**config.mk**
```make
export PLATFORM = sky130hd
export DESIGN_NAME = comm_primitive_expander
export DESIGN_NICKNAME = d
export VERILOG_FILES = /design/src/design/cep_pkg.sv /design/src/design/cep_front.sv /design/src/design/cep_fifo.sv /design/src/design/cep_back.sv /design/src/design/comm_primitive_expander.sv
export SDC_FILE = /design/constraint.sdc
export NUM_CORES = 1
export LEC_CHECK = 0
export CAP_MARGIN = 40
export CORE_ASPECT_RATIO = 0.6
export CORE_MARGIN = 4
export CORE_UTILIZATION = 54
export CTS_BUF_LIST = sky130_fd_sc_hd__clkbuf_8
export CTS_CLUSTER_SIZE = 30
export DETAILED_ROUTE_END_ITERATION = 6
export DONT_BUFFER_PORTS = 1
export GPL_TIMING_DRIVEN = 0
export HOLD_SLACK_MARGIN = 0.1
export PLACE_DENSITY = 0.75
export SETUP_SLACK_MARGIN = 0.2
export SLEW_MARGIN = 30
export SYNTH_ARGS = -nofsm -noshare
export SYNTH_HDL_FRONTEND = slang
export SYNTH_SLANG_ARGS = --single-unit
```
**constraint.sdc**
```tcl
create_clock -name clk -period 3.46 [get_ports clk]
set_clock_uncertainty 0.1 [all_clocks]
set_input_delay 0.519 -clock clk [delete_from_list [all_inputs] [get_ports clk]]
set_output_delay 0.519 -clock clk [all_outputs]
set_load 0.1 [all_outputs]
```
**src/design/cep_pkg.sv**
```systemverilog
// cep_pkg: shared types and codes for the comm primitive expander.
// Used by cep_front, cep_fifo, cep_back and comm_primitive_expander.
package cep_pkg;

	localparam int unsigned MaxSlicesDef = 16;
	localparam int unsigned QDepth       = 2;

	typedef enum logic [3:0] {
		OP_POST_READY       = 4'd0,
		OP_WAIT_READY       = 4'd1,
		OP_WAIT_FIN         = 4'd2,
		OP_POST_FIN         = 4'd3,
		OP_WAIT_FIN_ACK     = 4'd4,
		OP_POST_FIN_ACK     = 4'd5,
		OP_WRITE            = 4'd6,
		OP_WRITE_FIN        = 4'd7,
		OP_WRITE_REDUCE     = 4'd8,
		OP_WRITE_REDUCE_FIN = 4'd9,
		OP_READ             = 4'd10,
		OP_READ_REDUCE      = 4'd11,
		OP_LOCAL_REDUCE     = 4'd12
	} op_t;

	typedef enum logic [2:0] {
		CFG_WRITE_NOTIFY = 3'd0,
		CFG_POLL_CQ      = 3'd1,
		CFG_NET_INLINE   = 3'd2,
		CFG_TYPE_MASK    = 3'd3,
		CFG_OP_MASK      = 3'd4
	} cfg_idx_t;

	localparam logic [1:0] KIND_SEND     = 2'd0;
	localparam logic [1:0] KIND_RECV     = 2'd1;
	localparam logic [1:0] KIND_SEND_RED = 2'd2;
	localparam logic [1:0] KIND_RECV_RED = 2'd3;

	localparam logic [1:0] DMA_PUT = 2'd0;
	localparam logic [1:0] DMA_GET = 2'd1;

	localparam logic [1:0] LINK_P2P = 2'd0;
	localparam logic [1:0] LINK_NET = 2'd1;

	localparam logic [1:0] PROTO_OTHER = 2'd3;

	typedef enum logic [2:0] {
		PH_IDLE,
		PH_ERR,
		PH_HEAD,
		PH_SLICE,
		PH_FIN,
		PH_ACK,
		PH_LOCAL
	} phase_t;

	typedef struct packed {
		logic        write_notify;
		logic        poll_cq;
		logic        net_inline;
		logic [15:0] type_mask;
		logic [7:0]  op_mask;
	} cfg_t;

	// one classified primitive
	typedef struct packed {
		logic        err;
		logic        active;
		logic        fused;
		logic        red;
		logic        ack;
		logic        local_red;
		op_t         data_op;
		op_t         fin_op;
		logic [4:0]  n;
		logic [15:0] rank;
		logic [3:0]  etype;
		logic [2:0]  redop;
	} plan_t;

	typedef struct packed {
		logic busy;
		logic q_valid;
	} back_status_t;

endpackage

```
**src/design/cep_front.sv**
```systemverilog
// cep_front: accepts primitives and classifies them into expansion plans.
// Depends on cep_pkg.
module cep_front import cep_pkg::*; #(
	parameter int unsigned MAX_SLICES = MaxSlicesDef
) (
	input  cfg_t        cfg,
	input  logic [1:0]  kind,
	input  logic [1:0]  dma_mode,
	input  logic [1:0]  link_kind,
	input  logic [1:0]  link_proto,
	input  logic [4:0]  slice_count,
	input  logic [15:0] peer_rank,
	input  logic [3:0]  elem_type,
	input  logic [2:0]  red_op,
	input  logic        in_valid,
	output logic        in_stall,
	input  logic        q_full,
	output logic        q_push,
	output plan_t       q_plan
);

	logic net, get, inl, notify;

	assign in_stall = q_full;
	// zero-slice primitives are taken and dropped
	assign q_push = in_valid && !q_full && (slice_count != 5'd0);

	always_comb begin
		net    = (link_kind == LINK_NET);
		case (dma_mode)
			DMA_PUT: get = 1'b0;
			DMA_GET: get = 1'b1;
			default: get = !net;
		endcase
		inl    = cfg.type_mask[elem_type] && cfg.op_mask[red_op] && (!net || cfg.net_inline);
		notify = net && cfg.write_notify;

		q_plan           = '0;
		q_plan.err       = !((link_kind == LINK_P2P) || (net && (link_proto != PROTO_OTHER)));
		q_plan.ack       = net && !cfg.poll_cq;
		q_plan.data_op   = OP_WRITE;
		q_plan.fin_op    = OP_WRITE;
		q_plan.n         = (slice_count > 5'(MAX_SLICES)) ? 5'(MAX_SLICES) : slice_count;
		q_plan.rank      = peer_rank;
		q_plan.etype     = elem_type;
		q_plan.redop     = red_op;

		case (kind)
			KIND_SEND: begin
				if (!get) begin
					q_plan.active  = 1'b1;
					q_plan.fin_op  = OP_WRITE_FIN;
					q_plan.fused   = notify;
				end
			end
			KIND_RECV: begin
				if (get) begin
					q_plan.active  = 1'b1;
					q_plan.data_op = OP_READ;
				end
			end
			KIND_SEND_RED: begin
				if (!get) begin
					q_plan.active = 1'b1;
					if (inl) begin
						q_plan.data_op = OP_WRITE_REDUCE;
						q_plan.fin_op  = OP_WRITE_REDUCE_FIN;
						q_plan.fused   = notify;
						q_plan.red     = 1'b1;
					end
				end
			end
			default: begin
				q_plan.active = get;
				if (inl) begin
					q_plan.data_op = OP_READ_REDUCE;
					q_plan.red     = 1'b1;
				end else begin
					q_plan.data_op   = OP_READ;
					q_plan.local_red = 1'b1;
				end
			end
		endcase
	end

endmodule

```
**src/design/cep_fifo.sv**
```systemverilog
// cep_fifo: short plan queue between front and back.
// Depends on cep_pkg.
module cep_fifo import cep_pkg::*; (
	input  logic  clk,
	input  logic  arst_n,
	input  logic  push,
	input  plan_t push_plan,
	output logic  full,
	input  logic  pop,
	output logic  valid,
	output plan_t pop_plan
);

	localparam int unsigned PtrW = $clog2(QDepth);
	localparam int unsigned CntW = $clog2(QDepth + 1);

	plan_t            entry_q [QDepth];
	logic [PtrW-1:0]  wr_ptr_q, rd_ptr_q;
	logic [CntW-1:0]  count_q;

	assign full     = (count_q == CntW'(QDepth));
	assign valid    = (count_q != '0);
	assign pop_plan = entry_q[rd_ptr_q];

	always_ff @(posedge clk) begin
		if (push) begin
			entry_q[wr_ptr_q] <= push_plan;
		end
	end

	always_ff @(posedge clk or negedge arst_n) begin
		if (!arst_n) begin
			wr_ptr_q <= '0;
			rd_ptr_q <= '0;
			count_q  <= '0;
		end else begin
			if (push) begin
				wr_ptr_q <= wr_ptr_q + 1'b1;
			end
			if (pop) begin
				rd_ptr_q <= rd_ptr_q + 1'b1;
			end
			if (push && !pop) begin
				count_q <= count_q + 1'b1;
			end else if (pop && !push) begin
				count_q <= count_q - 1'b1;
			end
		end
	end

endmodule

```
**src/design/cep_back.sv**
```systemverilog
// cep_back: sequencer that expands one plan into its run of micro-ops.
// Depends on cep_pkg; feeds a one-entry output register.
module cep_back import cep_pkg::*; #(
	parameter int unsigned MAX_SLICES = MaxSlicesDef
) (
	input  logic         clk,
	input  logic         arst_n,
	input  logic         q_valid,
	input  plan_t        q_plan,
	output logic         q_pop,
	output logic [3:0]   op_code,
	output logic [3:0]   slice_pos,
	output logic [15:0]  out_rank,
	output logic [3:0]   out_type,
	output logic [2:0]   out_redop,
	output logic         unsupported,
	output logic         last_op,
	output logic         out_valid,
	input  logic         out_stall,
	output back_status_t status
);

	localparam int unsigned CntW = $clog2(MAX_SLICES + 1);

	phase_t          phase_q, phase_d;
	logic [CntW-1:0] cnt_q, cnt_d;
	plan_t           plan_q;
	logic            adv, last_slice;
	phase_t          after_fin, after_ack;

	op_t             op_c;
	logic [3:0]      pos_c;
	logic            red_c, err_c;

	assign adv        = (phase_q != PH_IDLE) && (!out_valid || !out_stall);
	assign last_slice = (cnt_q == CntW'(plan_q.n - 5'd1));
	assign after_ack  = plan_q.local_red ? PH_LOCAL : PH_IDLE;
	assign after_fin  = plan_q.ack ? PH_ACK : after_ack;
	assign q_pop      = (phase_q == PH_IDLE) && q_valid;

	assign status.busy    = (phase_q != PH_IDLE);
	assign status.q_valid = q_valid;

	// next state
	always_comb begin
		phase_d = phase_q;
		cnt_d   = cnt_q;
		case (phase_q)
			PH_IDLE: begin
				if (q_valid) begin
					phase_d = q_plan.err ? PH_ERR : PH_HEAD;
					cnt_d   = '0;
				end
			end
			PH_ERR: begin
				if (adv) begin
					phase_d = PH_IDLE;
				end
			end
			PH_HEAD: begin
				if (adv) begin
					phase_d = plan_q.active ? PH_SLICE : PH_FIN;
				end
			end
			PH_SLICE: begin
				if (adv) begin
					if (last_slice) begin
						phase_d = plan_q.fused ? after_fin : PH_FIN;
						cnt_d   = '0;
					end else begin
						cnt_d = cnt_q + 1'b1;
					end
				end
			end
			PH_FIN: begin
				if (adv) begin
					phase_d = after_fin;
				end
			end
			PH_ACK: begin
				if (adv) begin
					phase_d = after_ack;
				end
			end
			PH_LOCAL: begin
				if (adv) begin
					if (last_slice) begin
						phase_d = PH_IDLE;
					end else begin
						cnt_d = cnt_q + 1'b1;
					end
				end
			end
			default: begin
				phase_d = PH_IDLE;
			end
		endcase
	end

	// op selection
	always_comb begin
		op_c  = OP_POST_READY;
		pos_c = '0;
		red_c = 1'b0;
		err_c = 1'b0;
		case (phase_q)
			PH_ERR: err_c = 1'b1;
			PH_HEAD: op_c = plan_q.active ? OP_WAIT_READY : OP_POST_READY;
			PH_SLICE: begin
				op_c  = (plan_q.fused && last_slice) ? plan_q.fin_op : plan_q.data_op;
				pos_c = 4'(cnt_q);
				red_c = plan_q.red;
			end
			PH_FIN: op_c = plan_q.active ? OP_POST_FIN : OP_WAIT_FIN;
			PH_ACK: op_c = plan_q.active ? OP_WAIT_FIN_ACK : OP_POST_FIN_ACK;
			PH_LOCAL: begin
				op_c  = OP_LOCAL_REDUCE;
				pos_c = 4'(cnt_q);
				red_c = 1'b1;
			end
			default: op_c = OP_POST_READY;
		endcase
	end

	always_ff @(posedge clk or negedge arst_n) begin
		if (!arst_n) begin
			phase_q   <= PH_IDLE;
			cnt_q     <= '0;
			out_valid <= 1'b0;
		end else begin
			phase_q <= phase_d;
			cnt_q   <= cnt_d;
			if (adv) begin
				out_valid <= 1'b1;
			end else if (!out_stall) begin
				out_valid <= 1'b0;
			end
		end
	end

	always_ff @(posedge clk) begin
		if (q_pop) begin
			plan_q <= q_plan;
		end
		if (adv) begin
			op_code     <= op_c;
			slice_pos   <= pos_c;
			out_rank    <= plan_q.rank;
			out_type    <= red_c ? plan_q.etype : 4'd0;
			out_redop   <= red_c ? plan_q.redop : 3'd0;
			unsupported <= err_c;
			last_op     <= (phase_d == PH_IDLE);
		end
	end

endmodule

```
**src/design/comm_primitive_expander.sv**
```systemverilog
// comm_primitive_expander: top level, configuration registers and the
// front / queue / back split. Depends on cep_pkg, cep_front, cep_fifo, cep_back.
//
//  channel | direction | handshake          | payload
//  in      | in        | in_valid/in_stall   | kind .. red_op, one primitive
//  out     | out       | out_valid/out_stall | op_code .. last_op, one micro-op
//  cfg     | in        | cfg_valid/cfg_ready | cfg_index, cfg_data
//
// The back sequencer gives one micro-op per cycle unless the output stalls: a
// primitive expands to up to 2*slices+3 micro-ops; an unsupported link to one.
// The front takes a primitive per cycle while the two-entry plan queue has room.
// Reset clears configuration, queue and sequencer; no clearing pass.
// A stalled output holds its micro-op and freezes a sequencer holding a plan.
module comm_primitive_expander import cep_pkg::*; #(
	parameter int unsigned MAX_SLICES = MaxSlicesDef
) (
	input  logic        clk,
	input  logic        arst_n,
	input  logic        in_valid,
	output logic        in_stall,
	input  logic [1:0]  kind,
	input  logic [1:0]  dma_mode,
	input  logic [1:0]  link_kind,
	input  logic [1:0]  link_proto,
	input  logic [4:0]  slice_count,
	input  logic [15:0] peer_rank,
	input  logic [3:0]  elem_type,
	input  logic [2:0]  red_op,
	output logic        out_valid,
	input  logic        out_stall,
	output logic [3:0]  op_code,
	output logic [3:0]  slice_pos,
	output logic [15:0] out_rank,
	output logic [3:0]  out_type,
	output logic [2:0]  out_redop,
	output logic        unsupported,
	output logic        last_op,
	input  logic        cfg_valid,
	output logic        cfg_ready,
	input  logic [2:0]  cfg_index,
	input  logic [15:0] cfg_data
);

	cfg_t         cfg_q;
	plan_t        push_plan, pop_plan;
	logic         q_push, q_pop, q_full, q_valid;
	back_status_t back_st;

	assign cfg_ready = 1'b1;

	always_ff @(posedge clk or negedge arst_n) begin
		if (!arst_n) begin
			cfg_q <= '0;
		end else if (cfg_valid && cfg_ready) begin
			case (cfg_idx_t'(cfg_index))
				CFG_WRITE_NOTIFY: cfg_q.write_notify <= cfg_data[0];
				CFG_POLL_CQ:      cfg_q.poll_cq      <= cfg_data[0];
				CFG_NET_INLINE:   cfg_q.net_inline   <= cfg_data[0];
				CFG_TYPE_MASK:    cfg_q.type_mask    <= cfg_data;
				CFG_OP_MASK:      cfg_q.op_mask      <= cfg_data[7:0];
				default: ;
			endcase
		end
	end

	cep_front #(.MAX_SLICES(MAX_SLICES)) u_front (
		.cfg         (cfg_q),
		.kind        (kind),
		.dma_mode    (dma_mode),
		.link_kind   (link_kind),
		.link_proto  (link_proto),
		.slice_count (slice_count),
		.peer_rank   (peer_rank),
		.elem_type   (elem_type),
		.red_op      (red_op),
		.in_valid    (in_valid),
		.in_stall    (in_stall),
		.q_full      (q_full),
		.q_push      (q_push),
		.q_plan      (push_plan)
	);

	cep_fifo u_fifo (
		.clk       (clk),
		.arst_n    (arst_n),
		.push      (q_push),
		.push_plan (push_plan),
		.full      (q_full),
		.pop       (q_pop),
		.valid     (q_valid),
		.pop_plan  (pop_plan)
	);

	cep_back #(.MAX_SLICES(MAX_SLICES)) u_back (
		.clk         (clk),
		.arst_n      (arst_n),
		.q_valid     (q_valid),
		.q_plan      (pop_plan),
		.q_pop       (q_pop),
		.op_code     (op_code),
		.slice_pos   (slice_pos),
		.out_rank    (out_rank),
		.out_type    (out_type),
		.out_redop   (out_redop),
		.unsupported (unsupported),
		.last_op     (last_op),
		.out_valid   (out_valid),
		.out_stall   (out_stall),
		.status      (back_st)
	);

	a_err_alone: assert property (@(posedge clk) disable iff (!arst_n)
		out_valid && unsupported |-> last_op && (op_code == OP_POST_READY) && (slice_pos == 4'd0))
		else $error("error result not alone in its run");

	a_run_continues: assert property (@(posedge clk) disable iff (!arst_n)
		out_valid && !last_op |-> back_st.busy)
		else $error("run ended without a last op");

	a_idle_pops: assert property (@(posedge clk) disable iff (!arst_n)
		!back_st.busy && back_st.q_valid |=> back_st.busy)
		else $error("queued plan not taken by idle sequencer");

endmodule

```
==> impl_results.md <==
* Outcome: finished, final reports clean
* Max-slew violations at 0
* Latest clock arrival within the worst-skew pair at 440 ps
* Sequential element share of the synthesized area at 73.88%
* Part of the total power dissipated in combinational logic at 30.0%
* Post-CTS setup buffers at 0
* RSZ-0062 raised after global routing: no
* Area added between synthesis and finish at 19.37%
* Overall die height at 100.2 um
* Initial DRT Pass Iterations at 5
* Worst-path clk slew at 100 ps
* Overflow after GRT at 0
* Full die area at 16210 sq um
* Type of element launching the critical path: flop
* Cell Int Power at 5.210 mW
* Standard-cell row count at 33
* Part of the total power dissipated in sequential elements at 53.8%
* Period utilization at 81.95%
* Number of antenna-violating nets in the routed design at 0
* Vias at 3976
* Total GRT Usage at 18.12%
* Number of maximum-capacitance violations at 0
* Mean routed wirelength per cell at 19.42 um
* Final hold violation count at 0
* Clock tree from TritonCTS: done
* Min Hold Slack at 125.7 ps
* Leak pwr at 3.294 nW
* N_diodes at 0
* Initial cell density of the core at 55.67%
* Asr flop ratio synth at 20.51%
* Pin count of the biggest net entering global routing at 42
* Cell count after placement at 654
* Number of buffers inserted during clock tree synthesis at 17
* Synth Warn # at 0
* Via density at 5.454
* F_max at 0.3527 GHz
* Switching component of the power at 3.608 mW
* Max rail drop VDD at 0.5060 mV
* Worst Setup Path Type: flop to flop
* Count of flip-flops with a built-in enable after synthesis at 155
* Clock group share of total power at 16.2%
* Unique cell type count in the Yosys netlist at 51
* Synth Instances at 447
* Cell area power density at 965.0 nW/um^2
* Maximum level of the CTS H-tree at 4
* Detailed-placement wirelength estimate at 9.256 mm
* Violation count after the first detailed-route iteration at 251
* Cell depth of the worst min-delay path at 1
* Endpoint arrival time on the critical path at 2900 ps
* Most frequent cells after synthesis: edfxtp_1, mux2_2, dfrtp_1, nor2_1, nand2_1
* Register bit total from synthesis at 195
* Util after Layout at 66.46%
* Dominant register cell in the synthesized netlist: edfxtp_1
* Crit path time final at 2835 ps
* DRC violation count after routing at 0
* Largest fanout on the critical path at 9
* Chip Width at 161.7 um
* Synthesized cell area at 7655 sq um
* Clock sinks at 195
* IO Pins at 96
* Setup TNS Final at 0 ps
* GPL Wtd Cong at 0.8630
* Fraction of synthesized cell area taken by the top area cell type at 60.80%
* Req. time, crit path at 3520 ps
* Vias in the first global route at 4154
* Top-count cell post-synth: edfxtp_1
* Worst relative slew slack at 40.78%
* Actual transition at the worst max-transition pin at 890.2 ps
* Detailed Route WL at 14.16 mm
* Number of antenna violations at the first check in global routing at 0
* Element type at the critical path end: flop
* Final standard cell count with taps included and fillers excluded at 729
* Post-synth net total at 510
* Global-route wire length before repair at 22.40 mm
* Ratio of cells with drive above 1 in the final layout at 25.88%
* Number of cell instances on the worst register-to-register path at 8
* Post-synthesis area per instance at 17.12 sq um
* Count of buffers inserted at the top-level ports at 0
* Hold crit path type: input port to flop
* Core area at 13750 sq um
* Number of buffers on the longest clock path at 2
* Cell chosen for the clock root: clkbuf_8
* Cell accounting for the most synthesized area: edfxtp_1
* Area contributors post-synth: edfxtp_1, dfrtp_1, mux2_2
* Switching part of the total power at 40.92%
* Net count, final at 587
* Final setup fails at 0
per-layer routing:
| layer | wire, um | part of all wire (%) | track usage [%] | vias to the layer above |
|---|---|---|---|---|
| li1 | - | - | - | 1844 |
| met1 | 6210 | 44 | 23.96 | 1982 |
| met3 | 884 | 6.2 | 6.155 | 17 |
| met4 | 155 | 1.1 | 4.613 | 0 |
| met2 | 6908 | 49 | 29.47 | 133 |
| met5 | 0 | 0 | 0 | - |
kinds of logic after synthesis:
kind of cell,synth area share [%]
AO/OA/AOI/OAI,3.727
XOR/XNOR,1.373
adder cells (fa/ha/maj),0.4904
buffers and inverters,1.389
flip-flops,73.88
multiplexers,12.70
other,0.04899
AND/OR/NAND/NOR,6.391
power by group through the flow:
stage / registers, mW / clock network [mW] / logic (mW)
6_report: 4.74 / 1.43 / 2.65
5_1_grt: 4.82 / 1.59 / 2.82
4_1_cts: 4.75 / 1.46 / 2.60
3_5_place_dp: 4.80 / 0 / 2.54
3_3_place_gp: 5.23 / 0 / 1.55
2_1_floorplan: 5.13 / 0 / 1.24
metrics by stage:
step | instance area, sq um | power [mW] | setup WS [ps]
after floorplan | 7655 | 6.375 | 285.9
after global placement | 7895 | 6.780 | -603.7
after detailed placement | 8282 | 7.330 | 594.9
after CTS | 9030 | 8.814 | 580.6
after global routing | 9138 | 9.226 | 388.7
final | 9138 | 8.818 | 624.6
critical path, stage by stage, from the launching register on:
cell      delay [ps]
edfxtp_1         450
inv_1             90
ha_1             170
nor4bb_1         270
o211ai_1         150
a311oi_4         520
nand2_1          300
mux2i_1          360
o211ai_1         140
layout make-up:
class	instances	area, sq um
sequential	195	5655
fill	913	4612
multi-input combinational	225	1911
timing repair buffer	58	827.0
clock buffer	18	247.7
tap	192	240.2
clock inverter	14	150.1
buffer	14	57.56
inverter	13	48.80
cell usage in the layout, fill, tap and decap left out, types with 9 or more instances in the layout:
master,count
dfrtp_1,40
nor2_1,16
and2_1,13
edfxtp_1,155
o21ai_0,10
buf_16,13
nand2_1,16
clkbuf_1,12
a21oi_1,9
clkbuf_8,18
mux2_2,67
inv_1,12
dlygate4sd3_1,41
flip-flops by register name, indices dropped and copies added, names as in the netlist:
signal,flops
u_back.op_code,4
u_back.out_redop,3
u_back.out_valid,1
u_fifo.entry_q,82
u_back.plan_q,40
u_back.unsupported,1
u_back.cnt_q,5
u_fifo.count_q,2
u_back.phase_q,3
u_back.out_type,4
cfg_q,27
u_fifo.wr_ptr_q,1
u_back.out_rank,16
u_back.slice_pos,4
u_back.last_op,1
u_fifo.rd_ptr_q,1
repair_timing:
action                                 CTS  global route
endpoints found under the hold margin   96            11
gates resized for setup                  0             0
setup endpoints to repair                0             0
hold buffers                            34             8
worst paths after layout:
path | from | endpoint | slack (ps)
worst max-delay path | u_back.plan_q[23] | u_back.op_code[2] | 620
worst min-delay path | cfg_data[4] | cfg_q[12] | 130
worst max register to register | u_back.plan_q[23] | u_back.op_code[2] | 620
worst min register to register | u_back.plan_q[7] | u_back.out_rank[0] | 330
max in group asynchronous | arst_n | u_fifo.count_q[1] | 2630
min in group asynchronous | arst_n | cfg_q[16] | 430
No activity file was read; power rests on OpenSTA's default activity.
